==> src/rtl/ordered_list_insert_remove_search_core_defines.svh <==
// ----------------------------------------------------------------------------
// Assertion macros for the ordered list core
// Shared property wrappers; each expects clk_i and rst_ni in scope.
// ----------------------------------------------------------------------------
`ifndef ORDERED_LIST_INSERT_REMOVE_SEARCH_CORE_DEFINES_SVH
`define ORDERED_LIST_INSERT_REMOVE_SEARCH_CORE_DEFINES_SVH

// Consequent must hold in the same cycle as the antecedent.
`define OLRS_ASSERT_NOW(name, ante, cons, msg) \
  name: assert property (@(posedge clk_i) disable iff (!rst_ni) (ante) |-> (cons)) \
    else $error(msg);

// Consequent must hold in the cycle after the antecedent.
`define OLRS_ASSERT_NEXT(name, ante, cons, msg) \
  name: assert property (@(posedge clk_i) disable iff (!rst_ni) (ante) |=> (cons)) \
    else $error(msg);

`endif

==> src/rtl/olrs_pkg.sv <==
// ----------------------------------------------------------------------------
// Ordered list package
// Command and status codes, shift controls and the channel word formats.
// ----------------------------------------------------------------------------
package olrs_pkg;

  typedef enum logic [2:0] {
    CMD_INSERT = 3'd0,
    CMD_REMOVE = 3'd1,
    CMD_PUSH   = 3'd2,
    CMD_POP    = 3'd3,
    CMD_FIND   = 3'd4,
    CMD_READ   = 3'd5
  } cmd_e;

  typedef enum logic [2:0] {
    ST_OK       = 3'd0,
    ST_BOUNDS   = 3'd1,
    ST_EMPTY    = 3'd2,
    ST_FULL     = 3'd3,
    ST_NOTFOUND = 3'd4
  } status_e;

  // What every cell of the row does at each clock edge.
  typedef enum logic [1:0] {
    SHIFT_NONE   = 2'd0,
    SHIFT_INSERT = 2'd1,
    SHIFT_REMOVE = 2'd2
  } shift_op_e;

  typedef struct packed {
    logic [2:0]         cmd;
    logic [4:0]         position;
    logic signed [31:0] item_value;
  } cmd_word_t;

  typedef struct packed {
    logic [2:0]         status;
    logic signed [31:0] read_value;
    logic [3:0]         found_index;
    logic [4:0]         count;
  } rsp_word_t;

endpackage

==> src/rtl/olrs_cmd_if.sv <==
// ----------------------------------------------------------------------------
// Command channel
// Valid/ready channel carrying one command word.
// ----------------------------------------------------------------------------
interface olrs_cmd_if;
  logic                  valid;
  logic                  ready;
  olrs_pkg::cmd_word_t   payload;

  modport source (output valid, output payload, input ready);
  modport sink   (input valid, input payload, output ready);
endinterface

==> src/rtl/olrs_rsp_if.sv <==
// ----------------------------------------------------------------------------
// Response channel
// Valid/ready channel carrying one response word.
// ----------------------------------------------------------------------------
interface olrs_rsp_if;
  logic                  valid;
  logic                  ready;
  olrs_pkg::rsp_word_t   payload;

  modport source (output valid, output payload, input ready);
  modport sink   (input valid, input payload, output ready);
endinterface

==> src/rtl/olrs_cell.sv <==
// ----------------------------------------------------------------------------
// Ordered list cell
// One list entry: loads, takes from a neighbour or holds, and compares.
// ----------------------------------------------------------------------------
module olrs_cell #(
  parameter int unsigned INDEX      = 0,
  parameter int unsigned IW         = 4,
  parameter int unsigned DATA_WIDTH = 32
) (
  input  logic                     clk_i,
  input  olrs_pkg::shift_op_e      op_i,
  input  logic [IW-1:0]            pos_i,
  input  logic [DATA_WIDTH-1:0]    value_i,
  input  logic [DATA_WIDTH-1:0]    left_i,
  input  logic [DATA_WIDTH-1:0]    right_i,
  output logic [DATA_WIDTH-1:0]    entry_o,
  output logic                     match_o
);

  localparam logic [IW-1:0] MyIdx = IW'(INDEX);

  logic [DATA_WIDTH-1:0] entry_q, entry_d;

  // Insert: the target cell loads, cells above it take from below.
  // Remove: the target cell and those above it take from above.
  always_comb begin
    entry_d = entry_q;
    case (op_i)
      olrs_pkg::SHIFT_INSERT: begin
        if (MyIdx == pos_i) begin
          entry_d = value_i;
        end else if (MyIdx > pos_i) begin
          entry_d = left_i;
        end
      end
      olrs_pkg::SHIFT_REMOVE: begin
        if (MyIdx >= pos_i) begin
          entry_d = right_i;
        end
      end
      default: begin
      end
    endcase
  end

  always_ff @(posedge clk_i) begin
    entry_q <= entry_d;
  end

  assign entry_o = entry_q;
  assign match_o = (entry_q == value_i);

endmodule

==> src/rtl/olrs_prio_enc.sv <==
// ----------------------------------------------------------------------------
// Ordered list priority encoder
// Gives the lowest set position of the request vector.
// ----------------------------------------------------------------------------
module olrs_prio_enc #(
  parameter int unsigned N  = 16,
  parameter int unsigned IW = 4
) (
  input  logic [N-1:0]  req_i,
  output logic          found_o,
  output logic [IW-1:0] index_o
);

  always_comb begin
    index_o = '0;
    for (int i = N - 1; i >= 0; i--) begin
      if (req_i[i]) begin
        index_o = IW'(i);
      end
    end
  end

  assign found_o = |req_i;

endmodule

==> src/rtl/ordered_list_insert_remove_search_core.sv <==
// ----------------------------------------------------------------------------
// Ordered list insert, remove and search core
// Response: a command's response word is registered and shown in the cycle after it is taken.
// Throughput: one command per cycle while responses are drained; every cell shifts or compares at once.
// Reset: the entry count and response valid clear; entries are left as is.
// ----------------------------------------------------------------------------
`include "ordered_list_insert_remove_search_core_defines.svh"

module ordered_list_insert_remove_search_core #(
  parameter int unsigned CAPACITY   = 16,
  parameter int unsigned DATA_WIDTH = 32
) (
  input  logic        clk_i,
  input  logic        rst_ni,
  olrs_cmd_if.sink    cmd_i,
  olrs_rsp_if.source  rsp_o
);

  // Index width addresses a cell; count width holds the capacity itself.
  localparam int unsigned IW   = $clog2(CAPACITY);
  localparam int unsigned CW   = $clog2(CAPACITY + 1);
  localparam int unsigned CMPW = (CW > 5) ? CW : 5;

  // --------------------------------------------------------------------------
  // Handshake. The response register separates the two sides: a new command
  // is taken whenever the register is empty or is being drained this cycle.
  // --------------------------------------------------------------------------
  logic acc;
  logic rsp_valid_q, rsp_valid_d;
  olrs_pkg::rsp_word_t rsp_q, rsp_d;

  assign cmd_i.ready = !rsp_valid_q || rsp_o.ready;
  assign acc         = cmd_i.valid && cmd_i.ready;

  // --------------------------------------------------------------------------
  // The stored value is the low DATA_WIDTH bits of the item, zero extended
  // where the data path is wider than the channel.
  // --------------------------------------------------------------------------
  logic [DATA_WIDTH+31:0] val_ext;
  logic [DATA_WIDTH-1:0]  val_data;

  assign val_ext  = (DATA_WIDTH + 32)'($unsigned(cmd_i.payload.item_value));
  assign val_data = val_ext[DATA_WIDTH-1:0];

  // --------------------------------------------------------------------------
  // Row of cells. Each cell sees both neighbours, the broadcast shift
  // control and the broadcast value; the ends take zero from outside.
  // --------------------------------------------------------------------------
  logic [CW-1:0]            count_q, count_d;
  olrs_pkg::shift_op_e      shift_op;
  logic [IW-1:0]            shift_pos;
  logic [DATA_WIDTH-1:0]    entry   [CAPACITY];
  logic [DATA_WIDTH-1:0]    left_w  [CAPACITY];
  logic [DATA_WIDTH-1:0]    right_w [CAPACITY];
  logic [CAPACITY-1:0]      match_raw;
  logic [CAPACITY-1:0]      live;

  for (genvar g = 0; g < CAPACITY; g++) begin : g_cell
    if (g == 0) begin : g_first
      assign left_w[g] = '0;
    end else begin : g_left
      assign left_w[g] = entry[g-1];
    end
    if (g == CAPACITY - 1) begin : g_last
      assign right_w[g] = '0;
    end else begin : g_right
      assign right_w[g] = entry[g+1];
    end

    // Only entries below the count take part in a search.
    assign live[g] = (CW'(g) < count_q);

    olrs_cell #(
      .INDEX      (g),
      .IW         (IW),
      .DATA_WIDTH (DATA_WIDTH)
    ) u_cell (
      .clk_i   (clk_i),
      .op_i    (shift_op),
      .pos_i   (shift_pos),
      .value_i (val_data),
      .left_i  (left_w[g]),
      .right_i (right_w[g]),
      .entry_o (entry[g]),
      .match_o (match_raw[g])
    );
  end

  // Lowest live match wins.
  logic          found;
  logic [IW-1:0] found_ix;

  olrs_prio_enc #(
    .N  (CAPACITY),
    .IW (IW)
  ) u_prio_enc (
    .req_i   (match_raw & live),
    .found_o (found),
    .index_o (found_ix)
  );

  // --------------------------------------------------------------------------
  // Command decode. Emptiness is tested before bounds, and bounds before
  // fullness. Undefined command codes change nothing and report success.
  // --------------------------------------------------------------------------
  logic [CMPW-1:0]       pos_w, cnt_w;
  logic                  empty, full;
  logic [DATA_WIDTH-1:0] rd_data;
  logic [DATA_WIDTH+31:0] rd_ext;
  logic [IW+3:0]         fidx_ext;
  logic [CW+4:0]         cnt_ext;

  assign pos_w   = CMPW'(cmd_i.payload.position);
  assign cnt_w   = CMPW'(count_q);
  assign empty   = (count_q == '0);
  assign full    = (count_q == CW'(CAPACITY));
  assign rd_data = entry[pos_w[IW-1:0]];

  always_comb begin
    olrs_pkg::status_e st;
    olrs_pkg::shift_op_e op;
    logic [IW-1:0] spos;
    logic [CW-1:0] cnt_n;
    logic rd_ok;
    logic fd_ok;
    st    = olrs_pkg::ST_OK;
    op    = olrs_pkg::SHIFT_NONE;
    spos  = pos_w[IW-1:0];
    cnt_n = count_q;
    rd_ok = 1'b0;
    fd_ok = 1'b0;
    case (olrs_pkg::cmd_e'(cmd_i.payload.cmd))
      olrs_pkg::CMD_INSERT: begin
        if (pos_w > cnt_w) begin
          st = olrs_pkg::ST_BOUNDS;
        end else if (full) begin
          st = olrs_pkg::ST_FULL;
        end else begin
          op    = olrs_pkg::SHIFT_INSERT;
          cnt_n = count_q + 1'b1;
        end
      end
      olrs_pkg::CMD_PUSH: begin
        if (full) begin
          st = olrs_pkg::ST_FULL;
        end else begin
          // Not full, so the count fits an index.
          op    = olrs_pkg::SHIFT_INSERT;
          spos  = count_q[IW-1:0];
          cnt_n = count_q + 1'b1;
        end
      end
      olrs_pkg::CMD_REMOVE: begin
        if (empty) begin
          st = olrs_pkg::ST_EMPTY;
        end else if (pos_w >= cnt_w) begin
          st = olrs_pkg::ST_BOUNDS;
        end else begin
          op    = olrs_pkg::SHIFT_REMOVE;
          cnt_n = count_q - 1'b1;
        end
      end
      olrs_pkg::CMD_POP: begin
        // The tail entry simply drops out of range; no cell moves.
        if (empty) begin
          st = olrs_pkg::ST_EMPTY;
        end else begin
          cnt_n = count_q - 1'b1;
        end
      end
      olrs_pkg::CMD_FIND: begin
        if (found) begin
          fd_ok = 1'b1;
        end else begin
          st = olrs_pkg::ST_NOTFOUND;
        end
      end
      olrs_pkg::CMD_READ: begin
        if (empty) begin
          st = olrs_pkg::ST_EMPTY;
        end else if (pos_w >= cnt_w) begin
          st = olrs_pkg::ST_BOUNDS;
        end else begin
          rd_ok = 1'b1;
        end
      end
      default: begin
      end
    endcase

    // Nothing moves unless the command is actually taken.
    shift_op  = acc ? op : olrs_pkg::SHIFT_NONE;
    shift_pos = spos;
    count_d   = acc ? cnt_n : count_q;

    rd_ext   = (DATA_WIDTH + 32)'(rd_ok ? rd_data : '0);
    fidx_ext = (IW + 4)'(fd_ok ? found_ix : '0);
    cnt_ext  = (CW + 5)'(cnt_n);

    rsp_d.status      = st;
    rsp_d.read_value  = rd_ext[31:0];
    rsp_d.found_index = fidx_ext[3:0];
    rsp_d.count       = cnt_ext[4:0];
  end

  // --------------------------------------------------------------------------
  // Response register and entry count.
  // --------------------------------------------------------------------------
  always_comb begin
    if (acc) begin
      rsp_valid_d = 1'b1;
    end else if (rsp_o.ready) begin
      rsp_valid_d = 1'b0;
    end else begin
      rsp_valid_d = rsp_valid_q;
    end
  end

  always_ff @(posedge clk_i or negedge rst_ni) begin
    if (!rst_ni) begin
      rsp_valid_q <= 1'b0;
      count_q     <= '0;
    end else begin
      rsp_valid_q <= rsp_valid_d;
      count_q     <= count_d;
    end
  end

  always_ff @(posedge clk_i) begin
    if (acc) begin
      rsp_q <= rsp_d;
    end
  end

  assign rsp_o.valid   = rsp_valid_q;
  assign rsp_o.payload = rsp_q;

  // --------------------------------------------------------------------------
  // Assertions.
  // --------------------------------------------------------------------------
  `OLRS_ASSERT_NOW(a_count_bound, 1'b1, count_q <= CW'(CAPACITY), "count above capacity")
  `OLRS_ASSERT_NEXT(a_grow, acc && (shift_op == olrs_pkg::SHIFT_INSERT), count_q == $past(count_q) + 1'b1, "insert did not grow list")
  `OLRS_ASSERT_NEXT(a_err_hold, acc && (rsp_d.status != olrs_pkg::ST_OK), $stable(count_q), "failed command changed count")

endmodule

==> src/flat_wrapper.sv <==
// flat-port wrapper written by rule: the top's interface ports become plain ports
module ordered_list_insert_remove_search_core_flat 
#(
  parameter int unsigned CAPACITY   = 16,
  parameter int unsigned DATA_WIDTH = 32
)
  (clk_i, rst_ni, cmd_i_valid, cmd_i_payload, cmd_i_ready, rsp_o_valid, rsp_o_payload, rsp_o_ready);
  olrs_cmd_if cmd_i_i ();
  olrs_rsp_if rsp_o_i ();
  input  logic clk_i;
  input  logic rst_ni;
  input wire logic [$bits(cmd_i_i.valid)-1:0] cmd_i_valid;
  input wire logic [$bits(cmd_i_i.payload)-1:0] cmd_i_payload;
  output wire logic [$bits(cmd_i_i.ready)-1:0] cmd_i_ready;
  output wire logic [$bits(rsp_o_i.valid)-1:0] rsp_o_valid;
  output wire logic [$bits(rsp_o_i.payload)-1:0] rsp_o_payload;
  input wire logic [$bits(rsp_o_i.ready)-1:0] rsp_o_ready;
  assign cmd_i_i.valid = cmd_i_valid;
  assign cmd_i_i.payload = cmd_i_payload;
  assign cmd_i_ready = cmd_i_i.ready;
  assign rsp_o_valid = rsp_o_i.valid;
  assign rsp_o_payload = rsp_o_i.payload;
  assign rsp_o_i.ready = rsp_o_ready;
  ordered_list_insert_remove_search_core #(.CAPACITY(CAPACITY), .DATA_WIDTH(DATA_WIDTH)) u_core (.clk_i(clk_i), .rst_ni(rst_ni), .cmd_i(cmd_i_i), .rsp_o(rsp_o_i));
endmodule
==> config.mk <==
export PLATFORM = sky130hd
export DESIGN_NAME = ordered_list_insert_remove_search_core_flat
export DESIGN_NICKNAME = d
export VERILOG_FILES = /design/src/rtl/olrs_pkg.sv /design/src/rtl/olrs_cmd_if.sv /design/src/rtl/olrs_rsp_if.sv /design/src/rtl/olrs_cell.sv /design/src/rtl/olrs_prio_enc.sv /design/src/rtl/ordered_list_insert_remove_search_core.sv /design/src/flat_wrapper.sv
export VERILOG_INCLUDE_DIRS = /design/src /design/src/rtl
export SDC_FILE = /design/constraint.sdc
export NUM_CORES = 2
export LEC_CHECK = 0
export CAP_MARGIN = 5
export CORE_MARGIN = 3
export CORE_UTILIZATION = 35
export CTS_BUF_LIST = sky130_fd_sc_hd__clkbuf_2 sky130_fd_sc_hd__clkbuf_4 sky130_fd_sc_hd__clkbuf_8
export CTS_CLUSTER_SIZE = 16
export DETAILED_ROUTE_END_ITERATION = 10
export DONT_BUFFER_PORTS = 1
export GPL_TIMING_DRIVEN = 0
export PLACE_DENSITY_LB_ADDON = 0.25
export SYNTH_ARGS = -nofsm -noshare
export SYNTH_HDL_FRONTEND = slang
export SYNTH_SLANG_ARGS = --single-unit
==> constraint.sdc <==
create_clock -name clk_i -period 10.45 [get_ports clk_i]
set_input_delay 1.045 -clock clk_i [delete_from_list [all_inputs] [get_ports clk_i]]
set_output_delay 1.045 -clock clk_i [all_outputs]
set_load 0.05 [all_outputs]
==> impl_metrics.json <==
{
  "pwr-share-comb_pct": 27.0,
  "power_density_nw_per_um2": 176,
  "leakagePower_uw": 0.0146,
  "multi_input_comb_area_sq_um": 19800,
  "htreeDepth": 3,
  "synth_adder_area_share_pct": 0.327,
  "seqPwrFrac_pct": 42.9,
  "holdWs_ns": 0.356,
  "rsz0062_at_grt": "no",
  "synth_compound_area_share_pct": 8.27,
  "cts_max_path_buffers": 3,
  "synth.net_count": 3525,
  "intPower_uw": 4700,
  "hp-class": "in -> reg",
  "pin_count": 90,
  "min_period_ns": 9.37,
  "yosysUniqueCellTypes": 57,
  "setup_violations": 0,
  "drt-total-wl_mm": 182,
  "layout_common_cells": "edfxtp_1 (556), nand2_1 (544), mux2i_1 (449)",
  "hpwl_mm": 150,
  "crit_chain": "clkbuf_1, buf_2, buf_2, inv_1, ha_1, nor2b_1, o21a_1, o21a_1, o21ai_0, a221oi_1, nor2_1, nand3_1, ha_1, clkbuf_1, buf_16, clkbuf_1, nor2_1, o21ai_0, inv_2, a21oi_1, inv_1, buf_16",
  "worst_slew_pin_slew_ns": 1.42,
  "synth_warnings": 0,
  "ant_nets": 0,
  "cp.arrival_ns": 9.89,
  "synth_top_family_by_area": "multiplexers",
  "synthSimpleGateAreaFrac_pct": 9.94,
  "critPathRequiredTime_ns": 10.97,
  "clockPowerShare_pct": 30.1,
  "avgViaCountPerCell": 6.00,
  "finClkSkew_ns": 0.0568,
  "drv_cap": 0,
  "first_global_vias": 29100,
  "start_util_pct": 35.5,
  "synthArstFlopShare_pct": 1.07,
  "nFillCells": 10700,
  "synth_xor_area_share_pct": 11.8,
  "synth_seq_cells": 562,
  "synth-edff-count": 556,
  "ir_drop_v": 0.000102,
  "root_buffer": "clkbuf_8",
  "fin_crit_sh_pct": 89.6,
  "grt.total_usage_pct": 31.5,
  "synth_area_per_cell_sq_um": 11.0,
  "slew_headroom_pct": 5.49,
  "p_sw_uw": 2800,
  "final_core_util_pct": 39.5,
  "core_sq_um": 108000,
  "outcome": "finished, final reports clean",
  "cts_sinks": 562,
  "grt_antenna_before_repair": 18,
  "end_kind": "flip-flop",
  "rows": 120,
  "worstSetupPathType": "in -> reg",
  "nets": 3661,
  "hold_viol": 0,
  "clk_pin_slew_ns": 0.05,
  "drive_gt1_share_pct": 14.7,
  "cp_slowest_cell": "o21ai_0",
  "fp.dieH_microns": 337,
  "area_delta_synth_final_pct": 11.4,
  "wl_per_cell_microns": 35.7,
  "p_sw_share_pct": 37.3,
  "final_common_cell": "edfxtp_1",
  "r2r_slack_ns": 1.78,
  "finalPower_uw": 7490,
  "drc_errors": 0,
  "tritoncts": "built",
  "max_freq_mhz": 107,
  "startpoint_type": "input pin",
  "drtIter0Drc": 4473,
  "vias": 30600,
  "cts_buffers": 112,
  "numPortBuffers": 0,
  "routabilityCongestion": 1.12,
  "slowest_delay_ns": 1.06,
  "drt_first_pass_iters": 6,
  "syn-cell-area_sq_um": 38300,
  "fp.dieArea_sq_um": 113000,
  "fp.dieW_microns": 337,
  "synth_ff_type": "edfxtp_1",
  "slew_viol_final": 0,
  "grt_pass1_wl_mm": 244,
  "grt_overflow": 0,
  "yosysSeqAreaShare_pct": 44.0,
  "cpMostUsedCell": "clkbuf_1",
  "regArea_sq_um": 16800,
  "grt_max_degree": 35,
  "muxShareOfSynthArea_pct": 21.2,
  "clkLatencyLatePin_ns": 0.81,
  "synthCells": 3471,
  "crit_fanout": 34
}
==> power by group through the flow <==
stage	Clock (uW)	Sequential, uW	Combinational [uW]
after floorplan	0	3150	1130
after global placement	0	3260	1880
after detailed placement	0	3240	1950
after CTS	2280	3200	1950
after global routing	2370	3240	2080
final	2260	3210	2020
==> sequential cells by signal, indices dropped and copies added (netlist names) <==
name / flops
u_core.cnt_w: 5
u_core.g_cell.u_cell.entry_o: 512
u_core.rsp_o.valid: 1
u_core.rsp_o.payload: 44
==> metrics by stage <==
step	TNS, ns	area (sq um)	instances	setup WS (ns)
6_report	0	42600	5103	1.08
5_1_grt	0	42600	5103	0.902
4_1_cts	0	42600	5100	1.25
3_5_place_dp	0	40500	4893	0.383
3_3_place_gp	-179.06	40000	4874	-1.64
2_1_floorplan	0	38300	3471	2.75
==> worst paths after layout <==
kind	from	endpoint	cells past startpoint
min in group asynchronous	rst_ni	u_core.cnt_w[3]	1
max reg2reg	u_core.cnt_w[1]	u_core.g_cell[11].u_cell.entry_o[16]	20
max in group asynchronous	rst_ni	u_core.cnt_w[1]	1
min reg2reg	u_core.g_cell[15].u_cell.entry_o[8]	u_core.g_cell[14].u_cell.entry_o[8]	2
min	cmd_i_valid	u_core.rsp_o.valid	1
max	cmd_i_payload[32]	u_core.g_cell[11].u_cell.entry_o[16]	22
==> cell usage after synthesis, types with 10 or more instances <==
cell type	n	area [sq um]
a21oi_1	52	260
a22o_1	32	280
buf_2	100	500
buf_4	42	315
clkbuf_1	181	679
edfxtp_1	556	16700
ha_1	10	125
inv_1	19	71.3
mux2i_1	449	4490
mux4_2	160	3600
nand2_1	544	2040
nand3_1	24	120
nand4_1	68	425
nor2_1	27	101
nor2b_1	36	225
nor3_1	18	90.1
nor4_1	79	494
o21ai_0	396	1980
o21ai_1	74	370
xnor2_1	224	1960
xor2_1	292	2560
==> final cells by class <==
cell class,instances,area share (%)
antenna,1,0.00587
buffer,337,3.79
clock buffer,158,4.47
clock inverter,48,0.490
inverter,19,0.167
multi-input combinational,2553,46.5
sequential,562,39.5
tap,1403,4.12
timing repair buffer,22,0.916
==> layer usage <==
layer	wire length, microns	vias up	global-route usage (%)
li1	-	13000	-
met1	73300	15300	42.1
met2	77700	1949	46.0
met3	17800	353	6.77
met4	13600	2	20.7
met5	13	-	0
==> critical path: cells and delay by family <==
| kind | cells | cell delay (ns) |
|---|---|---|
| adder cells (fa/ha/maj) | 2 | 0.40 |
| AO/OA/AOI/OAI | 6 | 2.94 |
| buffers and inverters | 10 | 4.66 |
| AND/OR/NAND/NOR | 4 | 0.82 |
==> timing repair <==
item                                   CTS  global route
gates resized for setup                  0             0
endpoints found under the hold margin    6             0
hold buffers                             1             0
buffers inserted                         0             0
==> cells by family (layout without fill, tap and decap cells) <==
logic type	after synthesis	in the layout
compound gates	585	585
fa+ha+maj	10	10
flops	562	562
mux	610	610
simple gates	832	832
xor+xnor	516	516
buf+inv	356	584
other cells	0	1
No activity file was read; power rests on OpenSTA's default activity.
